`config.mk`:
```
export PLATFORM = sky130hd
export DESIGN_NAME = serial_frame_gap_transceiver
export DESIGN_NICKNAME = d
export VERILOG_FILES = /design/src/hw/rtl/sfgt_pkg.sv /design/src/hw/rtl/serial_frame_gap_transceiver.sv /design/src/hw/rtl/sfgt_front.sv /design/src/hw/rtl/sfgt_queue.sv /design/src/hw/rtl/sfgt_back.sv
export SDC_FILE = /design/constraint.sdc
export NUM_CORES = 2
export LEC_CHECK = 0
export ABC_CLOCK_PERIOD_IN_PS = 3900
export BUFFER_PORTS_ARGS = -buffer_cell sky130_fd_sc_hd__buf_4
export CAP_MARGIN = 0
export CORE_MARGIN = 3
export CORE_UTILIZATION = 57
export DETAILED_ROUTE_END_ITERATION = 6
export HOLD_SLACK_MARGIN = 0.15
export PLACE_DENSITY = 0.76
export SYNTH_ARGS = -nofsm -noshare
export SYNTH_HDL_FRONTEND = slang
export SYNTH_SLANG_ARGS = --single-unit
export TNS_END_PERCENT = 5
```
`constraint.sdc`:
```
create_clock -name clk_i -period 3.9 [get_ports clk_i]
set_clock_uncertainty 0.2 [all_clocks]
set_input_delay 0.39 -clock clk_i [delete_from_list [all_inputs] [get_ports clk_i]]
set_output_delay 0.39 -clock clk_i [all_outputs]
set_load 0.01 [all_outputs]
```
`src/hw/rtl/sfgt_pkg.sv`:
```
// types, codes and constants shared by the serial frame gap transceiver
package sfgt_pkg;

  localparam int unsigned BufferDepthDefault = 256;
  localparam int unsigned QueueDepth         = 2;
  localparam logic [7:0]  GapTicksReset      = 8'd4;

  typedef enum logic [2:0] {
    REQ_TICK       = 3'd0,
    REQ_RX_BYTE    = 3'd1,
    REQ_TX_SLOT    = 3'd2,
    REQ_START_RX   = 3'd3,
    REQ_START_TX   = 3'd4,
    REQ_BUF_WR     = 3'd5,
    REQ_BUF_RD     = 3'd6,
    REQ_LOAD_TIMER = 3'd7
  } req_type_e;

  typedef enum logic [2:0] {
    RES_NONE      = 3'd0,
    RES_FRAME     = 3'd1,
    RES_TX_BYTE   = 3'd2,
    RES_TX_DONE   = 3'd3,
    RES_READ_DATA = 3'd4
  } res_kind_e;

  typedef enum logic [1:0] {
    STAGE_IDLE  = 2'd0,
    STAGE_BUSY  = 2'd1,
    STAGE_FRAME = 2'd2
  } stage_e;

  typedef enum logic [1:0] {
    MEM_NONE  = 2'd0,
    MEM_WRITE = 2'd1,
    MEM_READ  = 2'd2
  } mem_op_e;

  typedef struct packed {
    logic [2:0]  req_type;
    logic [7:0]  byte_value;
    logic        rx_error;
    logic [7:0]  buffer_index;
    logic [8:0]  send_count;
    logic [15:0] timer_load;
  } in_req_t;

  typedef struct packed {
    logic [2:0]  result_kind;
    logic [7:0]  out_byte;
    logic [8:0]  frame_length;
    logic [1:0]  stage_code;
    logic        timer_expired;
    logic        rx_active;
  } out_rsp_t;

  typedef struct packed {
    mem_op_e     op;
    logic [7:0]  wdata;
    res_kind_e   result_kind;
    logic [8:0]  frame_length;
    stage_e      stage_code;
    logic        timer_expired;
    logic        rx_active;
  } cmd_t;

endpackage

```
`src/hw/rtl/serial_frame_gap_transceiver.sv`:
```
// top level of the serial frame gap transceiver
// Takes one request per clock unless stalled and returns exactly one response per
// request, in order. The front end updates all counters and flags in the cycle a
// request is accepted; the response passes the command queue and the output register.
// Sustained rate is one request per cycle unless stalled, set by the single-port
// frame buffer in the back end, which does one read or one write per cycle. A
// two-entry command queue separates the two ends, so in_stall_o rises only once the
// output has been stalled long enough to fill it. The gap register may be written at
// any time through the configuration channel, which is always ready.
module serial_frame_gap_transceiver
  import sfgt_pkg::*;
#(
  parameter int unsigned BUFFER_DEPTH = BufferDepthDefault
) (
  input  logic       clk_i,
  input  logic       rst_ni,
  input  logic       in_valid_i,
  output logic       in_stall_o,
  input  in_req_t    in_req_i,
  output logic       out_valid_o,
  input  logic       out_stall_i,
  output out_rsp_t   out_rsp_o,
  input  logic       cfg_valid_i,
  output logic       cfg_ready_o,
  input  logic [7:0] cfg_data_i
);

  localparam int unsigned AW = (BUFFER_DEPTH > 1) ? $clog2(BUFFER_DEPTH) : 1;

  cmd_t          push_cmd, pop_cmd;
  logic [AW-1:0] push_addr, pop_addr;
  logic          accept, pop, full, empty;

  assign accept      = in_valid_i && !full;
  assign in_stall_o  = full;
  assign cfg_ready_o = 1'b1;

  sfgt_front #(
    .BUFFER_DEPTH(BUFFER_DEPTH)
  ) u_front (
    .clk_i      (clk_i),
    .rst_ni     (rst_ni),
    .accept_i   (accept),
    .req_i      (in_req_i),
    .cfg_valid_i(cfg_valid_i),
    .cfg_data_i (cfg_data_i),
    .cmd_o      (push_cmd),
    .addr_o     (push_addr)
  );

  sfgt_queue #(
    .AW(AW)
  ) u_queue (
    .clk_i      (clk_i),
    .rst_ni     (rst_ni),
    .push_i     (accept),
    .push_cmd_i (push_cmd),
    .push_addr_i(push_addr),
    .pop_i      (pop),
    .pop_cmd_o  (pop_cmd),
    .pop_addr_o (pop_addr),
    .full_o     (full),
    .empty_o    (empty)
  );

  sfgt_back #(
    .BUFFER_DEPTH(BUFFER_DEPTH)
  ) u_back (
    .clk_i      (clk_i),
    .rst_ni     (rst_ni),
    .empty_i    (empty),
    .cmd_i      (pop_cmd),
    .addr_i     (pop_addr),
    .pop_o      (pop),
    .out_valid_o(out_valid_o),
    .out_stall_i(out_stall_i),
    .out_rsp_o  (out_rsp_o)
  );

endmodule

```
`src/hw/rtl/sfgt_front.sv`:
```
// front end: request decode, control state update and buffer command issue
module sfgt_front
  import sfgt_pkg::*;
#(
  parameter int unsigned BUFFER_DEPTH = BufferDepthDefault,
  localparam int unsigned AW = (BUFFER_DEPTH > 1) ? $clog2(BUFFER_DEPTH) : 1
) (
  input  logic          clk_i,
  input  logic          rst_ni,
  input  logic          accept_i,
  input  in_req_t       req_i,
  input  logic          cfg_valid_i,
  input  logic [7:0]    cfg_data_i,
  output cmd_t          cmd_o,
  output logic [AW-1:0] addr_o
);

  localparam int unsigned CW = $clog2(BUFFER_DEPTH + 1);
  localparam int unsigned WW = (CW > 9) ? CW : 9;
  localparam logic [CW-1:0] DepthC = CW'(BUFFER_DEPTH);
  localparam logic [WW-1:0] DepthW = WW'(BUFFER_DEPTH);

  logic [7:0]    gap_ticks_q;
  logic [CW-1:0] byte_cnt_q, byte_cnt_d;
  logic [7:0]    gap_cnt_q, gap_cnt_d;
  logic [15:0]   step_timer_q, step_timer_d;
  logic [CW-1:0] send_len_q, send_len_d;
  logic          receiving_q, receiving_d;
  logic          transmitting_q, transmitting_d;
  stage_e        stage_q, stage_d;
  res_kind_e     kind;
  mem_op_e       op;
  logic [AW-1:0] addr;
  logic          idx_ok;
  logic [WW-1:0] cnt_w;

  assign idx_ok = 32'(req_i.buffer_index) < BUFFER_DEPTH;
  assign cnt_w  = WW'(req_i.send_count);

  always_comb begin
    byte_cnt_d     = byte_cnt_q;
    gap_cnt_d      = gap_cnt_q;
    step_timer_d   = step_timer_q;
    send_len_d     = send_len_q;
    receiving_d    = receiving_q;
    transmitting_d = transmitting_q;
    stage_d        = stage_q;
    kind           = RES_NONE;
    op             = MEM_NONE;
    addr           = AW'(byte_cnt_q);
    case (req_i.req_type)
      REQ_TICK: begin
        if (step_timer_q != 16'd0) begin
          step_timer_d = step_timer_q - 16'd1;
        end
        if (receiving_q) begin
          if (gap_cnt_q != 8'd0) begin
            gap_cnt_d = gap_cnt_q - 8'd1;
          end else begin
            gap_cnt_d = gap_ticks_q;
            if (byte_cnt_q != '0) begin
              receiving_d = 1'b0;
              stage_d     = STAGE_FRAME;
              kind        = RES_FRAME;
            end
          end
        end
      end
      REQ_RX_BYTE: begin
        if (receiving_q) begin
          gap_cnt_d = gap_ticks_q;
          if (!req_i.rx_error && byte_cnt_q < DepthC) begin
            op         = MEM_WRITE;
            byte_cnt_d = byte_cnt_q + CW'(1);
          end
        end
      end
      REQ_TX_SLOT: begin
        if (transmitting_q) begin
          if (byte_cnt_q < send_len_q) begin
            op         = MEM_READ;
            kind       = RES_TX_BYTE;
            byte_cnt_d = byte_cnt_q + CW'(1);
          end else begin
            transmitting_d = 1'b0;
            stage_d        = STAGE_IDLE;
            kind           = RES_TX_DONE;
          end
        end
      end
      REQ_START_RX: begin
        byte_cnt_d     = '0;
        gap_cnt_d      = gap_ticks_q;
        receiving_d    = 1'b1;
        transmitting_d = 1'b0;
        stage_d        = STAGE_BUSY;
      end
      REQ_START_TX: begin
        send_len_d     = (cnt_w > DepthW) ? DepthC : CW'(cnt_w);
        byte_cnt_d     = '0;
        transmitting_d = 1'b1;
        receiving_d    = 1'b0;
        stage_d        = STAGE_BUSY;
      end
      REQ_BUF_WR: begin
        addr = AW'(req_i.buffer_index);
        if (idx_ok) begin
          op = MEM_WRITE;
        end
      end
      REQ_BUF_RD: begin
        addr = AW'(req_i.buffer_index);
        kind = RES_READ_DATA;
        if (idx_ok) begin
          op = MEM_READ;
        end
      end
      REQ_LOAD_TIMER: begin
        step_timer_d = req_i.timer_load;
      end
      default: begin
      end
    endcase
  end

  assign cmd_o.op            = op;
  assign cmd_o.wdata         = req_i.byte_value;
  assign cmd_o.result_kind   = kind;
  assign cmd_o.frame_length  = 9'(byte_cnt_d);
  assign cmd_o.stage_code    = stage_d;
  assign cmd_o.timer_expired = (step_timer_d == 16'd0);
  assign cmd_o.rx_active     = receiving_d;
  assign addr_o              = addr;

  always_ff @(posedge clk_i or negedge rst_ni) begin
    if (!rst_ni) begin
      gap_ticks_q <= GapTicksReset;
    end else if (cfg_valid_i) begin
      gap_ticks_q <= cfg_data_i;
    end
  end

  always_ff @(posedge clk_i or negedge rst_ni) begin
    if (!rst_ni) begin
      byte_cnt_q     <= '0;
      gap_cnt_q      <= GapTicksReset;
      step_timer_q   <= 16'd0;
      send_len_q     <= '0;
      receiving_q    <= 1'b0;
      transmitting_q <= 1'b0;
      stage_q        <= STAGE_IDLE;
    end else if (accept_i) begin
      byte_cnt_q     <= byte_cnt_d;
      gap_cnt_q      <= gap_cnt_d;
      step_timer_q   <= step_timer_d;
      send_len_q     <= send_len_d;
      receiving_q    <= receiving_d;
      transmitting_q <= transmitting_d;
      stage_q        <= stage_d;
    end
  end

endmodule

```
`src/hw/rtl/sfgt_queue.sv`:
```
// short command queue between front end and back end
module sfgt_queue
  import sfgt_pkg::*;
#(
  parameter int unsigned AW = 8
) (
  input  logic          clk_i,
  input  logic          rst_ni,
  input  logic          push_i,
  input  cmd_t          push_cmd_i,
  input  logic [AW-1:0] push_addr_i,
  input  logic          pop_i,
  output cmd_t          pop_cmd_o,
  output logic [AW-1:0] pop_addr_o,
  output logic          full_o,
  output logic          empty_o
);

  localparam int unsigned PW = (QueueDepth > 1) ? $clog2(QueueDepth) : 1;
  localparam int unsigned NW = $clog2(QueueDepth + 1);
  localparam logic [PW-1:0] LastPtr = PW'(QueueDepth - 1);

  cmd_t          cmd_q  [QueueDepth];
  logic [AW-1:0] addr_q [QueueDepth];
  logic [PW-1:0] wr_ptr_q, rd_ptr_q;
  logic [NW-1:0] count_q;

  assign full_o     = (count_q == NW'(QueueDepth));
  assign empty_o    = (count_q == '0);
  assign pop_cmd_o  = cmd_q[rd_ptr_q];
  assign pop_addr_o = addr_q[rd_ptr_q];

  always_ff @(posedge clk_i) begin
    if (push_i) begin
      cmd_q[wr_ptr_q]  <= push_cmd_i;
      addr_q[wr_ptr_q] <= push_addr_i;
    end
  end

  always_ff @(posedge clk_i or negedge rst_ni) begin
    if (!rst_ni) begin
      wr_ptr_q <= '0;
      rd_ptr_q <= '0;
      count_q  <= '0;
    end else begin
      if (push_i) begin
        wr_ptr_q <= (wr_ptr_q == LastPtr) ? '0 : wr_ptr_q + PW'(1);
      end
      if (pop_i) begin
        rd_ptr_q <= (rd_ptr_q == LastPtr) ? '0 : rd_ptr_q + PW'(1);
      end
      if (push_i && !pop_i) begin
        count_q <= count_q + NW'(1);
      end else if (pop_i && !push_i) begin
        count_q <= count_q - NW'(1);
      end
    end
  end

endmodule

```
`src/hw/rtl/sfgt_back.sv`:
```
// back end: frame buffer access and response output register
module sfgt_back
  import sfgt_pkg::*;
#(
  parameter int unsigned BUFFER_DEPTH = BufferDepthDefault,
  localparam int unsigned AW = (BUFFER_DEPTH > 1) ? $clog2(BUFFER_DEPTH) : 1
) (
  input  logic          clk_i,
  input  logic          rst_ni,
  input  logic          empty_i,
  input  cmd_t          cmd_i,
  input  logic [AW-1:0] addr_i,
  output logic          pop_o,
  output logic          out_valid_o,
  input  logic          out_stall_i,
  output out_rsp_t      out_rsp_o
);

  logic [7:0] mem_q [BUFFER_DEPTH];
  logic [7:0] rdata_q;
  cmd_t       meta_q;
  logic       out_valid_q;
  logic       pop;

  assign pop   = !empty_i && (!out_valid_q || !out_stall_i);
  assign pop_o = pop;

  always_ff @(posedge clk_i) begin
    if (pop && cmd_i.op == MEM_WRITE) begin
      mem_q[addr_i] <= cmd_i.wdata;
    end
    if (pop && cmd_i.op == MEM_READ) begin
      rdata_q <= mem_q[addr_i];
    end
  end

  always_ff @(posedge clk_i) begin
    if (pop) begin
      meta_q <= cmd_i;
    end
  end

  always_ff @(posedge clk_i or negedge rst_ni) begin
    if (!rst_ni) begin
      out_valid_q <= 1'b0;
    end else if (pop) begin
      out_valid_q <= 1'b1;
    end else if (!out_stall_i) begin
      out_valid_q <= 1'b0;
    end
  end

  assign out_valid_o             = out_valid_q;
  assign out_rsp_o.result_kind   = meta_q.result_kind;
  assign out_rsp_o.out_byte      = (meta_q.op == MEM_READ) ? rdata_q : 8'd0;
  assign out_rsp_o.frame_length  = meta_q.frame_length;
  assign out_rsp_o.stage_code    = meta_q.stage_code;
  assign out_rsp_o.timer_expired = meta_q.timer_expired;
  assign out_rsp_o.rx_active     = meta_q.rx_active;

endmodule
```
==> results.sh <==
export IMPL_final_cell_mix="edfxtp_1 (2,142), buf_4 (628), nand2_1 (525)"
export IMPL_async_flop_share=0.0268
export IMPL_yosys_warnings=0
export IMPL_reg2reg_depth=8
export IMPL_worstHoldEndpoint="u_front.gap_ticks_q[6]"
export IMPL_drc_errors=2
export IMPL_finalMaxSlewViolations=0
export IMPL_synth_edf_count=2142
export IMPL_synthFlopType="edfxtp_1"
export IMPL_cts_buffers=209
export IMPL_grt_max_degree=108
export IMPL_max_slew_margin_rel=0.112
export IMPL_fin_area_sq_um=102000
export IMPL_overflow=0
export IMPL_yosysUniqueCellTypes=71
export IMPL_worst_ep_required_time_ns=4.29
export IMPL_avgSynthCellArea_sq_um=18.5
export IMPL_totalWireLength_microns=243000
export IMPL_antenna_found_initial=6
export IMPL_r2r_start="u_queue.rd_ptr_q"
export IMPL_ys_seq_area_frac=0.760
export IMPL_core_area_sq_um=150000
export IMPL_final_common_cell="edfxtp_1"
export IMPL_die_h_microns=396
export IMPL_hold_viol_final=0
export IMPL_min_path_cells=3
export IMPL_r2r_setup_slack_ns=0.0004
export IMPL_synth_nets=4765
export IMPL_die_x_microns=396
export IMPL_synthDominantCellAreaShare=0.742
export IMPL_wl_per_cell_microns=31.9
export IMPL_worst_setup_path_start_kind="flip-flop"
export IMPL_io_buffers=83
export IMPL_dieArea_sq_um=157000
export IMPL_leakage_nw=33.9
export IMPL_clk_pin_slew_ns=0.07
export IMPL_power_density_nw_per_um2=722
export IMPL_gp_congestion=0.913
export IMPL_initial_core_util=0.576
export IMPL_timing_final_crit_period_ns=3.90
export IMPL_final_antenna_net_count=0
export IMPL_nets=5491
export IMPL_synthTopCellsByArea="edfxtp_1 (74%), mux4_2 (11%), nand2_1 (2.3%)"
export IMPL_grt_pass1_vias=50785
export IMPL_fmax_ghz=0.256
export IMPL_dp_hpwl_microns=149000
export IMPL_synthCells=4688
export IMPL_tritoncts="yes"
export IMPL_insertion_delay_ns=0.85
export IMPL_ctsHtreeMaxLevel=4
export IMPL_status="finished with violations"
export IMPL_finalPower_mw=73.8
export IMPL_crit_reg2reg_capture="u_back.rdata_q[2]"
export IMPL_drive_gt1_frac=0.270
export IMPL_track_usage=0.311
export IMPL_synth_seq_cells=2201
export IMPL_crit_fanout=30
export IMPL_via_per_inst=6.68
export IMPL_io_pins=85
export IMPL_area_growth_pct=17.9
export IMPL_worstHoldStart="cfg_valid_i"
export IMPL_tightestPinTransition_ns=1.33
export IMPL_violations="DRC"
export IMPL_timing_final_crit_share=1.00
export IMPL_cts_path_max_buffers=3
export IMPL_hold_ws_ns=0.222
export IMPL_synth_largest_area_cell="edfxtp_1"
export IMPL_arrival_ns=4.29
export IMPL_dr_pass1_iters=7
export IMPL_grt_pass1_wl_microns=351000
export IMPL_clock_sinks=2201
export IMPL_drv_cap=0
export IMPL_worstHoldPathType="input pin to flip-flop"
export IMPL_dr_first_iter_drc_count=8089
export IMPL_endpoint_kind="flip-flop"
export IMPL_setup_viol=0
export IMPL_crit_type="flip-flop to flip-flop"
export IMPL_via_count=50817
export IMPL_synthesis_area_sq_um=86600
export IMPL_ir_worst_vdd_uv=654
export IMPL_rsz0062_at_grt="true"
export IMPL_fillers=9168
export IMPL_root_buffer="clkbuf_16"
export IMPL_row_count=142
export IMPL_dpl_cell_area_sq_um=93700
report_power, final:
| part | internal, mW | switching, mW |
|---|---|---|
| Combinational | 8.67 | 14.6 |
| Sequential | 29.4 | 0.400 |
| Clock | 11.9 | 8.78 |
sequential cells by signal, summed over array words and instances (netlist names):
name / count
u_back.mem_q: 2048
u_queue.cmd_q: 52
u_back.out_rsp_o: 16
u_front.step_timer_q: 16
u_queue.addr_q: 16
u_front.byte_cnt_q: 9
u_front.send_len_q: 9
u_back.rdata_q: 8
u_front.gap_cnt_q: 8
u_front.gap_ticks_q: 8
u_back.meta_q: 2
u_front.stage_q: 2
u_queue.count_q: 2
u_back.out_valid_o: 1
u_front.receiving_q: 1
u_front.transmitting_q: 1
u_queue.rd_ptr_q: 1
u_queue.wr_ptr_q: 1
area by class of cell:
| type | instances | area [sq um] | share of cell area |
|---|---|---|---|
| antenna | 3 | 7.51 | 0.0000735 |
| clock buffer | 268 | 5520 | 0.0540 |
| clock inverter | 119 | 1460 | 0.0143 |
| inverter | 30 | 113 | 0.00110 |
| multi-input combinational | 2170 | 19600 | 0.192 |
| sequential | 2201 | 65800 | 0.644 |
| tap | 2016 | 2520 | 0.0247 |
| timing repair buffer | 802 | 7090 | 0.0694 |
cells by family (layout without fill, tap and decap cells):
logic type | count (synthesis) | after routing | share of synthesized area
adder cells (fa/ha/maj) | 19 | 19 | 0.00274
other | 1 | 4 | 0.0000433
XOR/XNOR | 6 | 6 | 0.000607
AND/OR/NAND/NOR | 1164 | 1164 | 0.0576
buffers and inverters | 318 | 1219 | 0.0186
multiplexers | 539 | 540 | 0.126
AO/OA/AOI/OAI | 440 | 440 | 0.0351
flip-flops | 2201 | 2201 | 0.760
through the flow:
stage / cells / utilization / setup TNS [ns] / setup WS, ns
6_report: 7609 / 0.679 / 0 / 0.000359
5_1_grt: 7606 / 0.679 / -0.117 / -0.0811
4_1_cts: 7604 / 0.678 / 0 / 0.0212
3_5_place_dp: 7092 / 0.623 / -0.232 / -0.116
3_3_place_gp: 7092 / 0.623 / -0.106 / -0.0462
2_1_floorplan: 4688 / - / -675.44 / -0.330
worst max-delay path by stage:
| stage | start | to | slack, ns | cells after the start |
|---|---|---|---|---|
| final | u_queue.rd_ptr_q | u_back.rdata_q[2] | 0.0004 | 8 |
| after CTS | u_front.step_timer_q[9] | u_front.step_timer_q[2] | 0.02 | 9 |
| after global routing | u_front.step_timer_q[7] | u_front.step_timer_q[2] | -0.08 | 9 |
| after floorplan | u_queue.rd_ptr_q | u_back.mem_q[0][0] | -0.33 | 6 |
| after global placement | u_queue.rd_ptr_q | u_back.rdata_q[1] | -0.05 | 9 |
| after detailed placement | u_queue.rd_ptr_q | u_back.rdata_q[1] | -0.12 | 9 |
per-layer routing:
| layer | wire, microns | track usage | vias up |
|---|---|---|---|
| li1 | - | - | 20284 |
| met4 | 12400 | 0.140 | 4 |
| met5 | 24 | 0 | - |
| met3 | 31300 | 0.0816 | 680 |
| met2 | 115000 | 0.482 | 4041 |
| met1 | 83900 | 0.420 | 25808 |
timing repair:
| item | CTS | global route |
|---|---|---|
| hold endpoints to repair | 162 | 0 |
| gates cloned | 2 | 0 |
| buffers inserted | 10 | 2 |
| setup endpoints to repair | 6 | 13 |
| hold buffers | 113 | 0 |
| resized for setup | 1 | 15 |
| pin swaps | 1 | 3 |
Yosys cell counts (7+ instances only):
| cell type | number |
|---|---|
| a211oi_1 | 7 |
| a21oi_1 | 67 |
| a221oi_1 | 10 |
| a222oi_1 | 31 |
| a22o_1 | 10 |
| a22oi_1 | 70 |
| a311oi_1 | 9 |
| a31oi_1 | 50 |
| a32oi_1 | 18 |
| and2_1 | 11 |
| and3_1 | 13 |
| buf_1 | 28 |
| buf_2 | 83 |
| buf_4 | 34 |
| buf_6 | 21 |
| clkbuf_1 | 119 |
| dfrtp_1 | 57 |
| edfxtp_1 | 2142 |
| ha_1 | 19 |
| inv_1 | 30 |
| mux2_2 | 50 |
| mux2i_1 | 54 |
| mux4_2 | 434 |
| nand2_1 | 526 |
| nand2b_1 | 18 |
| nand3_1 | 147 |
| nand4_1 | 54 |
| nor2_1 | 326 |
| nor3_1 | 16 |
| nor3b_1 | 8 |
| nor4_1 | 14 |
| o21ai_0 | 73 |
| o22ai_1 | 27 |
| o31ai_1 | 16 |
| or2_2 | 8 |
critical path, cell delays in order, from the launching register on:
cell and delay, ns:
dfrtp_2 0.46, buf_12 0.19, mux2_8 0.41, buf_12 0.26
buf_4 0.28, mux4_2 0.34, a221oi_1 0.51, o21ai_0 0.38
or4_1 0.57
(Power assumes the default switching activity.)
